==> src/rtl/core/ldfu_pkg.sv <==
// Package: shared types and constants for the LED frame deframer.
`timescale 1ns / 1ps

package ldfu_pkg;

    // Default strip length limit
    localparam int unsigned MAX_LEDS_DEF = 256;

    // Configuration register indexes
    localparam logic [1:0] CFG_LED_COUNT = 2'd0;
    localparam logic [1:0] CFG_TIMEOUT   = 2'd1;

    // Frame prefix and check constants
    localparam logic [7:0] PREFIX_0  = 8'h41;   // 'A'
    localparam logic [7:0] PREFIX_1  = 8'h64;   // 'd'
    localparam logic [7:0] PREFIX_2  = 8'h61;   // 'a'
    localparam logic [7:0] CHECK_KEY = 8'h55;

    // Input beat kinds
    localparam logic MODE_BYTE = 1'b0;
    localparam logic MODE_TICK = 1'b1;

    // Result kinds
    localparam logic KIND_PIXEL = 1'b0;
    localparam logic KIND_BLANK = 1'b1;

    // One result beat
    typedef struct packed {
        logic       kind;
        logic [7:0] led_index;
        logic [7:0] red;
        logic [7:0] green;
        logic [7:0] blue;
        logic       frame_end;
    } t_result;

endpackage

==> src/rtl/core/ldfu_if.sv <==
// Interfaces: input and result channels with valid/ready handshake.
`timescale 1ns / 1ps

interface ldfu_in_if;
    logic       valid;
    logic       ready;
    logic       mode;
    logic [7:0] data_byte;

    modport source (output valid, output mode, output data_byte, input ready);
    modport sink   (input valid, input mode, input data_byte, output ready);
endinterface

interface ldfu_out_if;
    logic       valid;
    logic       ready;
    logic       kind;
    logic [7:0] led_index;
    logic [7:0] red;
    logic [7:0] green;
    logic [7:0] blue;
    logic       frame_end;

    modport source (output valid, output kind, output led_index, output red,
                    output green, output blue, output frame_end, input ready);
    modport sink   (input valid, input kind, input led_index, input red,
                    input green, input blue, input frame_end, output ready);
endinterface

==> src/rtl/core/ldfu_core.sv <==
// Core: input register, frame parser, idle timer and configuration registers.
`timescale 1ns / 1ps

module ldfu_core
    import ldfu_pkg::*;
#(
    parameter int unsigned MAX_LEDS = MAX_LEDS_DEF
) (
    input  logic        i_clk,
    input  logic        i_rst_n,
    ldfu_in_if.sink     i_in_ch,
    input  logic        i_cfg_we,
    input  logic [1:0]  i_cfg_index,
    input  logic [15:0] i_cfg_data,
    input  logic        i_out_free,
    output logic        o_emit,
    output t_result     o_result
);

    // Parser phases
    localparam logic [3:0] PH_P0  = 4'd0;
    localparam logic [3:0] PH_P1  = 4'd1;
    localparam logic [3:0] PH_P2  = 4'd2;
    localparam logic [3:0] PH_HI  = 4'd3;
    localparam logic [3:0] PH_LO  = 4'd4;
    localparam logic [3:0] PH_CHK = 4'd5;
    localparam logic [3:0] PH_R   = 4'd6;
    localparam logic [3:0] PH_G   = 4'd7;
    localparam logic [3:0] PH_B   = 4'd8;

    localparam logic [8:0] MaxCount = 9'(MAX_LEDS);

    // Input register
    logic       r_in_valid;
    logic       r_in_mode;
    logic [7:0] r_in_byte;

    // Configuration
    logic [8:0]  r_led_count;
    logic [15:0] r_timeout;

    // Parser and timer state
    logic [3:0]  r_phase,    n_phase;
    logic [7:0]  r_cnt_hi,   n_cnt_hi;
    logic [7:0]  r_cnt_lo,   n_cnt_lo;
    logic [7:0]  r_red,      n_red;
    logic [7:0]  r_green,    n_green;
    logic [7:0]  r_pix,      n_pix;
    logic [15:0] r_idle,     n_idle;
    logic        r_active,   n_active;

    logic        advance;
    logic [8:0]  eff_count;
    logic [8:0]  last_index;
    logic        is_last;

    assign advance        = r_in_valid && i_out_free;
    assign i_in_ch.ready  = !r_in_valid || advance;

    // Clamp the strip length into 1..MAX_LEDS
    always_comb begin
        if (r_led_count == 9'd0) begin
            eff_count = 9'd1;
        end else if (r_led_count > MaxCount) begin
            eff_count = MaxCount;
        end else begin
            eff_count = r_led_count;
        end
        last_index = eff_count - 9'd1;
        is_last    = {1'b0, r_pix} >= last_index;
    end

    // Step the parser or the idle timer for the held beat
    always_comb begin
        n_phase  = r_phase;
        n_cnt_hi = r_cnt_hi;
        n_cnt_lo = r_cnt_lo;
        n_red    = r_red;
        n_green  = r_green;
        n_pix    = r_pix;
        n_idle   = r_idle;
        n_active = r_active;
        o_emit   = 1'b0;
        o_result = '0;

        if (r_in_mode == MODE_TICK) begin
            if (r_idle != 16'hFFFF) begin
                n_idle = r_idle + 16'd1;
            end
            if (r_active && (n_idle >= r_timeout)) begin
                n_active      = 1'b0;
                o_emit        = r_in_valid;
                o_result.kind = KIND_BLANK;
            end
        end else begin
            unique case (r_phase)
                PH_P0:  n_phase = (r_in_byte == PREFIX_0) ? PH_P1 : PH_P0;
                PH_P1:  n_phase = (r_in_byte == PREFIX_1) ? PH_P2 : PH_P0;
                PH_P2:  n_phase = (r_in_byte == PREFIX_2) ? PH_HI : PH_P0;
                PH_HI: begin
                    n_cnt_hi = r_in_byte;
                    n_phase  = PH_LO;
                end
                PH_LO: begin
                    n_cnt_lo = r_in_byte;
                    n_phase  = PH_CHK;
                end
                PH_CHK: begin
                    if (r_in_byte == (r_cnt_hi ^ r_cnt_lo ^ CHECK_KEY)) begin
                        n_pix   = 8'd0;
                        n_phase = PH_R;
                    end else begin
                        n_phase = PH_P0;
                    end
                end
                PH_R: begin
                    n_red   = r_in_byte;
                    n_phase = PH_G;
                end
                PH_G: begin
                    n_green = r_in_byte;
                    n_phase = PH_B;
                end
                PH_B: begin
                    o_emit             = r_in_valid;
                    o_result.kind      = KIND_PIXEL;
                    o_result.led_index = r_pix;
                    o_result.red       = r_red;
                    o_result.green     = r_green;
                    o_result.blue      = r_in_byte;
                    o_result.frame_end = is_last;
                    if (is_last) begin
                        n_phase  = PH_P0;
                        n_pix    = 8'd0;
                        n_idle   = 16'd0;
                        n_active = 1'b1;
                    end else begin
                        n_pix   = r_pix + 8'd1;
                        n_phase = PH_R;
                    end
                end
                default: n_phase = PH_P0;
            endcase
        end
    end

    // Hold the incoming beat until it is processed
    always_ff @(posedge i_clk) begin
        if (!i_rst_n) begin
            r_in_valid <= 1'b0;
        end else if (i_in_ch.valid && i_in_ch.ready) begin
            r_in_valid <= 1'b1;
        end else if (advance) begin
            r_in_valid <= 1'b0;
        end
    end

    always_ff @(posedge i_clk) begin
        if (i_in_ch.valid && i_in_ch.ready) begin
            r_in_mode <= i_in_ch.mode;
            r_in_byte <= i_in_ch.data_byte;
        end
    end

    // Write configuration registers
    always_ff @(posedge i_clk) begin
        if (!i_rst_n) begin
            r_led_count <= 9'd60;
            r_timeout   <= 16'd1000;
        end else if (i_cfg_we) begin
            if (i_cfg_index == CFG_LED_COUNT) begin
                r_led_count <= i_cfg_data[8:0];
            end else if (i_cfg_index == CFG_TIMEOUT) begin
                r_timeout <= i_cfg_data;
            end
        end
    end

    // Advance parser and timer state
    always_ff @(posedge i_clk) begin
        if (!i_rst_n) begin
            r_phase  <= PH_P0;
            r_pix    <= 8'd0;
            r_idle   <= 16'd0;
            r_active <= 1'b1;
        end else if (advance) begin
            r_phase  <= n_phase;
            r_pix    <= n_pix;
            r_idle   <= n_idle;
            r_active <= n_active;
        end
    end

    always_ff @(posedge i_clk) begin
        if (!i_rst_n) begin
            r_cnt_hi <= 8'd0;
            r_cnt_lo <= 8'd0;
            r_red    <= 8'd0;
            r_green  <= 8'd0;
        end else if (advance) begin
            r_cnt_hi <= n_cnt_hi;
            r_cnt_lo <= n_cnt_lo;
            r_red    <= n_red;
            r_green  <= n_green;
        end
    end

endmodule

==> src/rtl/core/ldfu_out_reg.sv <==
// Output register: holds one result beat until the receiver takes it.
`timescale 1ns / 1ps

module ldfu_out_reg
    import ldfu_pkg::*;
(
    input  logic        i_clk,
    input  logic        i_rst_n,
    input  logic        i_load,
    input  t_result     i_result,
    output logic        o_free,
    ldfu_out_if.source  o_out_ch
);

    logic    r_valid;
    t_result r_data;

    assign o_free = !r_valid || o_out_ch.ready;

    // Track occupancy of the result slot
    always_ff @(posedge i_clk) begin
        if (!i_rst_n) begin
            r_valid <= 1'b0;
        end else if (o_free) begin
            r_valid <= i_load;
        end
    end

    // Capture a new beat when the slot frees up
    always_ff @(posedge i_clk) begin
        if (o_free && i_load) begin
            r_data <= i_result;
        end
    end

    assign o_out_ch.valid     = r_valid;
    assign o_out_ch.kind      = r_data.kind;
    assign o_out_ch.led_index = r_data.led_index;
    assign o_out_ch.red       = r_data.red;
    assign o_out_ch.green     = r_data.green;
    assign o_out_ch.blue      = r_data.blue;
    assign o_out_ch.frame_end = r_data.frame_end;

endmodule

==> src/rtl/core/led_frame_deframer_unit.sv <==
// Top level: serial LED frame deframer with idle-timeout blanking.
//
// Usage:
//   i_in_ch carries one beat per serial byte (mode 0) or per time tick
//   (mode 1). Bytes are parsed as 'A','d','a', count hi, count lo, check,
//   then led_count RGB triples; each blue byte yields one pixel result on
//   o_out_ch, the last one flagged frame_end. A tick that brings the idle
//   count to or past timeout_ticks while the strip is active yields one
//   blank result. Other beats yield nothing.
//   Configuration: pulse i_cfg_we with i_cfg_index (0 led_count, 1
//   timeout_ticks) and i_cfg_data, only while the block is idle.
// Timing:
//   One beat per cycle while the result slot is free. A beat is held in the
//   input register, then stepped through the parser into the result
//   register; a stall on o_out_ch holds it in the input register.
// Reset (synchronous, active low): the parser searches for 'A', counters
//   clear, the strip is active, led_count is 60 and timeout_ticks 1000.
// Stall: while a result waits on o_out_ch the input register still takes
//   one beat; further beats wait until the result slot drains.
`timescale 1ns / 1ps

module led_frame_deframer_unit
    import ldfu_pkg::*;
#(
    parameter int unsigned MAX_LEDS = MAX_LEDS_DEF
) (
    input  logic        i_clk,
    input  logic        i_rst_n,
    ldfu_in_if.sink     i_in_ch,
    ldfu_out_if.source  o_out_ch,
    input  logic        i_cfg_we,
    input  logic [1:0]  i_cfg_index,
    input  logic [15:0] i_cfg_data
);

    logic    out_free;
    logic    emit;
    t_result result;

    // Parser and timer
    ldfu_core #(
        .MAX_LEDS (MAX_LEDS)
    ) u_core (
        .i_clk       (i_clk),
        .i_rst_n     (i_rst_n),
        .i_in_ch     (i_in_ch),
        .i_cfg_we    (i_cfg_we),
        .i_cfg_index (i_cfg_index),
        .i_cfg_data  (i_cfg_data),
        .i_out_free  (out_free),
        .o_emit      (emit),
        .o_result    (result)
    );

    // Result register
    ldfu_out_reg u_out_reg (
        .i_clk    (i_clk),
        .i_rst_n  (i_rst_n),
        .i_load   (emit),
        .i_result (result),
        .o_free   (out_free),
        .o_out_ch (o_out_ch)
    );

endmodule
==> src/flat_wrapper.sv <==
// flat-port wrapper written by rule: the top's interface ports become plain ports
module led_frame_deframer_unit_flat import ldfu_pkg::*;
#(
    parameter int unsigned MAX_LEDS = MAX_LEDS_DEF
)
  (i_clk, i_rst_n, i_cfg_we, i_cfg_index, i_cfg_data, i_in_ch_valid, i_in_ch_mode, i_in_ch_data_byte, i_in_ch_ready, o_out_ch_valid, o_out_ch_kind, o_out_ch_led_index, o_out_ch_red, o_out_ch_green, o_out_ch_blue, o_out_ch_frame_end, o_out_ch_ready);
  ldfu_in_if i_in_ch_i ();
  ldfu_out_if o_out_ch_i ();
  input  logic i_clk;
  input  logic i_rst_n;
  input  logic i_cfg_we;
  input  logic [1:0] i_cfg_index;
  input  logic [15:0] i_cfg_data;
  input wire logic [$bits(i_in_ch_i.valid)-1:0] i_in_ch_valid;
  input wire logic [$bits(i_in_ch_i.mode)-1:0] i_in_ch_mode;
  input wire logic [$bits(i_in_ch_i.data_byte)-1:0] i_in_ch_data_byte;
  output wire logic [$bits(i_in_ch_i.ready)-1:0] i_in_ch_ready;
  output wire logic [$bits(o_out_ch_i.valid)-1:0] o_out_ch_valid;
  output wire logic [$bits(o_out_ch_i.kind)-1:0] o_out_ch_kind;
  output wire logic [$bits(o_out_ch_i.led_index)-1:0] o_out_ch_led_index;
  output wire logic [$bits(o_out_ch_i.red)-1:0] o_out_ch_red;
  output wire logic [$bits(o_out_ch_i.green)-1:0] o_out_ch_green;
  output wire logic [$bits(o_out_ch_i.blue)-1:0] o_out_ch_blue;
  output wire logic [$bits(o_out_ch_i.frame_end)-1:0] o_out_ch_frame_end;
  input wire logic [$bits(o_out_ch_i.ready)-1:0] o_out_ch_ready;
  assign i_in_ch_i.valid = i_in_ch_valid;
  assign i_in_ch_i.mode = i_in_ch_mode;
  assign i_in_ch_i.data_byte = i_in_ch_data_byte;
  assign i_in_ch_ready = i_in_ch_i.ready;
  assign o_out_ch_valid = o_out_ch_i.valid;
  assign o_out_ch_kind = o_out_ch_i.kind;
  assign o_out_ch_led_index = o_out_ch_i.led_index;
  assign o_out_ch_red = o_out_ch_i.red;
  assign o_out_ch_green = o_out_ch_i.green;
  assign o_out_ch_blue = o_out_ch_i.blue;
  assign o_out_ch_frame_end = o_out_ch_i.frame_end;
  assign o_out_ch_i.ready = o_out_ch_ready;
  led_frame_deframer_unit #(.MAX_LEDS(MAX_LEDS)) u_core (.i_clk(i_clk), .i_rst_n(i_rst_n), .i_in_ch(i_in_ch_i), .o_out_ch(o_out_ch_i), .i_cfg_we(i_cfg_we), .i_cfg_index(i_cfg_index), .i_cfg_data(i_cfg_data));
endmodule
==> config.mk <==
export PLATFORM = sky130hd
export DESIGN_NAME = led_frame_deframer_unit_flat
export DESIGN_NICKNAME = d
export VERILOG_FILES = /design/src/rtl/core/ldfu_pkg.sv /design/src/rtl/core/ldfu_if.sv /design/src/rtl/core/ldfu_core.sv /design/src/rtl/core/ldfu_out_reg.sv /design/src/rtl/core/led_frame_deframer_unit.sv /design/src/flat_wrapper.sv
export SDC_FILE = /design/constraint.sdc
export NUM_CORES = 1
export LEC_CHECK = 0
export BUFFER_PORTS_ARGS = -buffer_cell sky130_fd_sc_hd__buf_4
export CORE_MARGIN = 2
export CORE_UTILIZATION = 63
export CTS_CLUSTER_SIZE = 40
export DETAILED_ROUTE_END_ITERATION = 6
export PLACE_DENSITY = 0.85
export SYNTH_ARGS = -nofsm -noshare
export SYNTH_HDL_FRONTEND = slang
export SYNTH_SLANG_ARGS = --single-unit
==> constraint.sdc <==
create_clock -name i_clk -period 7.69 [get_ports i_clk]
set_clock_uncertainty 0.15 [all_clocks]
set_input_delay 0.3845 -clock i_clk [delete_from_list [all_inputs] [get_ports i_clk]]
set_output_delay 0.3845 -clock i_clk [all_outputs]
set_load 0.01 [all_outputs]
# Word level (Yosys, flattened, before mapping)
# Index checks and enable logic that the tools add are counted.
# word_totals
regBits	131
latchBits	0
ramBits	0
romBits	0
inputBits	32
output_inout_bits	36
memories	0
# classes
add_sub_neg	3
mul	0
div	0
order_cmp	3
eq_ne	16
shift	0
n_mux	27
bitwise	5
reduce_logical	26
# ops
cell	count
$mux 16	5
$pmux 4 s9	1
$eq 8x7->1 const B	3
$mux 9	2
$reduce_and 3->1	6
$add 16x1->16 const B	1
$eq 4x3->1 const B	4
$ge 16x16->1	1
$mux 8	2
$ne 16x16->1 const B	1
$pmux 8 s2	1
$mux 1	12
$ge 8x9->1	1
$gt 9x9->1 const B	1
$logic_not 9->1	1
$sub 9x1->9 const B	1
$add 8x1->8 const B	1
$eq 4x2->1 const B	2
$eq 8x8->1	1
$reduce_and 4->1	2
$reduce_bool 2->1	4
$xor 8x8->8	1
$mux 3	2
$eq 4x1->1 const B	1
other kinds (14)	23

# Longest topological paths before layout
# logic_depth
word_depth	8
ltp_mapped	16
mapped_depth_nobuf	15

# Cells and area by module
# A second synthesis with hierarchy kept.
# hier_totals
cells_unflattened	647
hier_area_um2	6462.4
# by_module_without_submodules
module	n_inst	cells_each	area_each_um2	seq_area_each_um2
ldfu_core	1	608	5383.9	2011.9
ldfu_out_reg	1	39	1078.5	1041.0

# Worst setup path before layout
# No wires, ideal clock.
# synth_path
kind	register to register
from	reg u_core.u_core.r_idle[0]
to	reg u_core.u_out_reg.r_data (netlist bit u_core.u_out_reg.o_out_ch.blue[0]), enable pin
setup_ns	0.491
t_arrival_ns	3.263
path_slack_ns	3.786
stages_incl_launch_ff	15
path_buffers	1
synth_period_minus_slack_ns	3.904
cell_sequence	dfxtp_1 ha_1 and2_1 clkbuf_1 nand4_1 o21ai_1 nor2_1 xor2_1 ha_1 a21o_1 a211o_1 o21ai_0 nand2b_1 nand4_1 nand2_1
# synth_between
elab_chain_len	8
elab_cells_between_ends	9
classes_between	1 x add/sub; 1 x order compare; 1 x eq/ne; 4 x mux; 2 x reduce/logical
# synth_lines
element	line_no	source
start, declared	ldfu_core.sv:49	logic [15:0] r_idle, n_idle;
start signal, assigned	ldfu_core.sv:189	r_idle <= n_idle;
$add 16x1->16 / $ne 16x16->1 (equally long branches)	ldfu_core.sv:88, ldfu_core.sv:87	
$mux 16 *	ldfu_core.sv:87	if (r_idle != 16'hFFFF) begin
$mux 16 *	ldfu_core.sv:86	if (r_in_mode == MODE_TICK) begin
$ge 16x16->1 *	ldfu_core.sv:90	if (r_active && (n_idle >= r_timeout)) begin
$logic_and 1x1->1 *	ldfu_core.sv:90	
$mux 1 *	ldfu_core.sv:90	
$mux 1 *	ldfu_core.sv:86	
$logic_and 1x1->1 *	ldfu_out_reg.sv:31	if (o_free && i_load) begin
end signal, assigned	ldfu_out_reg.sv:32	r_data <= i_result;
end, declared	ldfu_out_reg.sv:16	t_result r_data;
# Every way passes the cells marked *; elsewhere a longest branch is shown, timed or not. The select of a mux whose other input is x is not followed.
# A chain may end at the register's enable or synchronous reset.

# Worst setup path in the final report
# layout_path
from	reg u_core.u_core.r_led_count[3]
to	reg u_core.u_core.r_pix[4]
# layout_between
elab_chain_len	7
elab_cells_between_ends	8
classes_between	1 x add/sub; 2 x order compare; 4 x mux; 1 x reduce/logical
# layout_lines
element	line_no	source
start, declared	ldfu_core.sv:39	logic [8:0] r_led_count;
start signal, assigned	ldfu_core.sv:172	r_led_count <= i_cfg_data[8:0];
$gt 9x9->1	ldfu_core.sv:64	end else if (r_led_count > MaxCount) begin
$mux 9	ldfu_core.sv:64	
$mux 9 *	ldfu_core.sv:62	if (r_led_count == 9'd0) begin
$sub 9x1->9 *	ldfu_core.sv:69	last_index = eff_count - 9'd1;
$ge 8x9->1 *	ldfu_core.sv:70	is_last = {1'b0, r_pix} >= last_index;
$mux 8 *	ldfu_core.sv:132	if (is_last) begin
$pmux 8 s2 *	ldfu_core.sv:96	unique case (r_phase)
end signal, assigned	ldfu_core.sv:188	r_pix <= n_pix;
end, declared	ldfu_core.sv:48	logic [7:0] r_pix, n_pix;
# Every way passes the cells marked *; elsewhere a longest branch is shown, timed or not.

==> flow_summary.toml <==
[outcome]
outcome = "finished clean"

[global_route]
grt.overflow.total = 0
grt_max_degree = 44
grt_use_total_pct = 27.6
antenna_found_initial = 0
grt_pass1_wl_um = 24200
grt_pass1_vias = 5054

[timing]
setup_viol = 0
max_freq_mhz = 242
rsz0062_at_grt = "false"
period_minus_slack_ns = 4.13
setup_ws_ns = 3.56
drv_slew = 0
finalCritPeriodShare_pct = 53.7
worst_slew_pin_slew_ns = 1.13
whs_ns = 0.0808
tns_ns = 0
finalHoldViolCount = 0
slew_headroom_pct = 24.5

[cells_and_area]
final_cell_mix = "dfxtp_1 (88), nand2_1 (85), buf_4 (69)"
antenna_cells = 0
utilization_pct = 79.2
fin_area_sq_um = 7780
nets = 800
area_delta_synth_final_pct = 21.7
mostFrequentLayoutCell = "dfxtp_1"
drive_gt1_share_pct = 14.5

[routing]
vias = 5242
final_antenna_net_count = 0
drtIter0Drc = 392
drc_errors = 0
dr.pass1.iters = 5
avgViaCountPerCell = 5.91
wl_per_cell_um = 16.4
routed_wl_um = 14600

[setup_path]
cp-start-kind = "flip-flop"
critical_path_arrival_ns = 4.44
endpoint_kind = "flip-flop"
setup.worst_path.class = "reg -> reg"
path_max_fanout = 8
crit_chain = "nor4_4 > nand2b_2 > nor3_1 > o21bai_1 > ha_1 > nand2b_1 > a31oi_1 > ha_1 > a21o_1 > a2111oi_0 > o21ai_1 > a2111o_1 > or3_1 > o21ai_1"
critical_path.max_stage_delay_ns = 0.60
required_ns = 8.01
critPathSlowestCell = "a2111o_1"

[placed_design]
io_buffers = 67
hpwl_um = 9520
place_congestion = 0.867
pre_cts_slack_ns = 3.70
placed_area_sq_um = 6950

[floorplan]
initial_utilization_pct = 65.1
die_w_um = 105
core_area_sq_um = 9820
num_io_pins = 68
die_h_um = 105
std_cell_rows = 36
die_area_sq_um = 11000

[power]
vdd_drop_max_mv = 0.162
p_leak_nw = 3.14
p_per_area_nw_per_um2 = 205

[clock_tree]
cts-root-buf = "clkbuf_8"
clock_sinks = 131
post_cts_resize_count = 0
clockBufferDepth = 2
clkSlewWorstSetupHoldPaths_ns = 0.06
insertion_delay_ns = 0.54
cts_tree = "done"
cts.htree.levels = 4
cts_buffers = 17
post_cts_buffers = 0

[synth]
synthDistinctLibCells = 60
ys_warn_count = 0
syn_avg_cell_area_sq_um = 9.73
ys_ff_latch = 131
ys.flop_type = "dfxtp_1"
synth_cells = 657
async_flop_share_pct = 0
synth_area_sq_um = 6390
yosysSeqAreaShare_pct = 47.8
syn_nets = 716
synth_edf_count = 43

[run]
drv_cap = 0

[hold_path]
hp-class = "in -> reg"
==> registers in the layout, summed over array words and instances, names as in the netlist, 4 cells and up <==
signal and flops:
u_core.u_core.r_in_byte 8, u_core.u_core.r_idle 16, u_core.u_core.r_phase 4, u_core.u_core.r_pix 8, u_core.u_core.r_led_count 9, u_core.u_core.r_red 8
u_core.u_core.r_cnt_hi 8, u_core.u_out_reg.o_out_ch.blue 8, u_core.u_out_reg.o_out_ch.green 8, u_core.u_core.r_timeout 16, u_core.u_out_reg.o_out_ch.red 8, u_core.u_core.r_green 8
u_core.u_out_reg.o_out_ch.led_index 8, u_core.u_core.r_cnt_lo 8
==> metal layers <==
| layer | vias up | part of all wire, % | global-route usage [%] | routed length (um) |
|---|---|---|---|---|
| li1 | 2521 | - | - | - |
| met1 | 2519 | 44 | 36.5 | 6460 |
| met2 | 182 | 49 | 45.3 | 7140 |
| met3 | 20 | 5.1 | 5.49 | 748 |
| met4 | 0 | 1.5 | 10.0 | 213 |
| met5 | - | 0 | 0 | 0 |
==> cell families (layout without fill, tap and decap cells) <==
family	Yosys count	in the layout	share of synthesized area, %
AND/OR/NAND/NOR	265	265	20.3
multiplexers	35	35	5.52
flip-flops	131	131	47.8
AO/OA/AOI/OAI	122	122	13.0
XOR/XNOR	20	20	4.54
adder cells (fa/ha/maj)	27	27	5.29
buffers and inverters	57	154	3.54
==> path summary, 6_finish.rpt <==
path,startpoint,end,slack [ns],cells after the start
max,u_core.u_core.r_led_count[3]$_SDFFE_PN1P_,u_core.u_core.r_pix[4]$_SDFFE_PN0P_,3.56,14
min reg2reg,u_core.u_core.r_timeout[1]$_SDFFE_PN0P_,u_core.u_core.r_timeout[1]$_SDFFE_PN0P_,0.31,2
max reg2reg,u_core.u_core.r_led_count[3]$_SDFFE_PN1P_,u_core.u_core.r_pix[4]$_SDFFE_PN0P_,3.56,14
min,o_out_ch_ready,u_core.u_core.r_in_valid$_SDFFE_PN0P_,0.08,4
==> worst max-delay path, delay by kind of cell, from the launching register on <==
family,cells,cell delay (ns)
AOI/OAI and AO/OA,7,1.81
adders and majority gates,2,0.53
DFF,1,0.39
and+or+nand+nor,5,1.19
==> what timing repair did <==
item                                   in CTS  in global routing
endpoints found under the hold margin      34                  0
setup endpoints to repair                   0                  0
hold buffers                               26                  0
==> area by class of cell <==
class	instances	area (sq um)
multi-input combinational	469	3110
sequential	131	3050
fill	617	2040
timing repair buffer	95	778
clock buffer	21	439
tap	133	166
clock inverter	11	129
inverter	27	101
==> power breakdown <==
group | switching (W) | leakage (nW) | internal (W)
clock network | 0.000300 | 0.273 | 0.000472
registers | 0.0000181 | 1.11 | 0.000722
logic | 0.0000417 | 1.76 | 0.0000434
==> synth_stat cells (all sizes together) (6+ instances only) <==
| cell | count | area share (%) |
|---|---|---|
| nand3 | 19 | 1.5 |
| or3 | 8 | 0.78 |
| a31oi | 7 | 0.78 |
| ha | 27 | 5.3 |
| nand2b | 10 | 1.0 |
| dfxtp | 88 | 28 |
| nand2 | 85 | 5.0 |
| edfxtp | 43 | 20 |
| buf | 8 | 0.67 |
| nor3 | 15 | 1.2 |
| inv | 27 | 1.6 |
| and2 | 26 | 2.5 |
| clkbuf | 22 | 1.3 |
| o21a | 8 | 0.94 |
| xnor2 | 7 | 0.96 |
| o211ai | 13 | 1.5 |
| nand3b | 8 | 0.94 |
| and3 | 12 | 1.2 |
| o21ai | 24 | 1.9 |
| nand4 | 6 | 0.59 |
| mux2i | 33 | 5.2 |
| a21oi | 29 | 2.3 |
| a211oi | 8 | 1.0 |
| nor2 | 61 | 3.6 |
==> metrics by stage <==
stage | total power [W] | cells
floorplan | 0.000797 | 657
global placement | 0.000822 | 829
detailed placement | 0.000825 | 829
CTS | 0.00160 | 887
global route | 0.00164 | 887
finish | 0.00160 | 887
(Power assumes the default switching activity.)
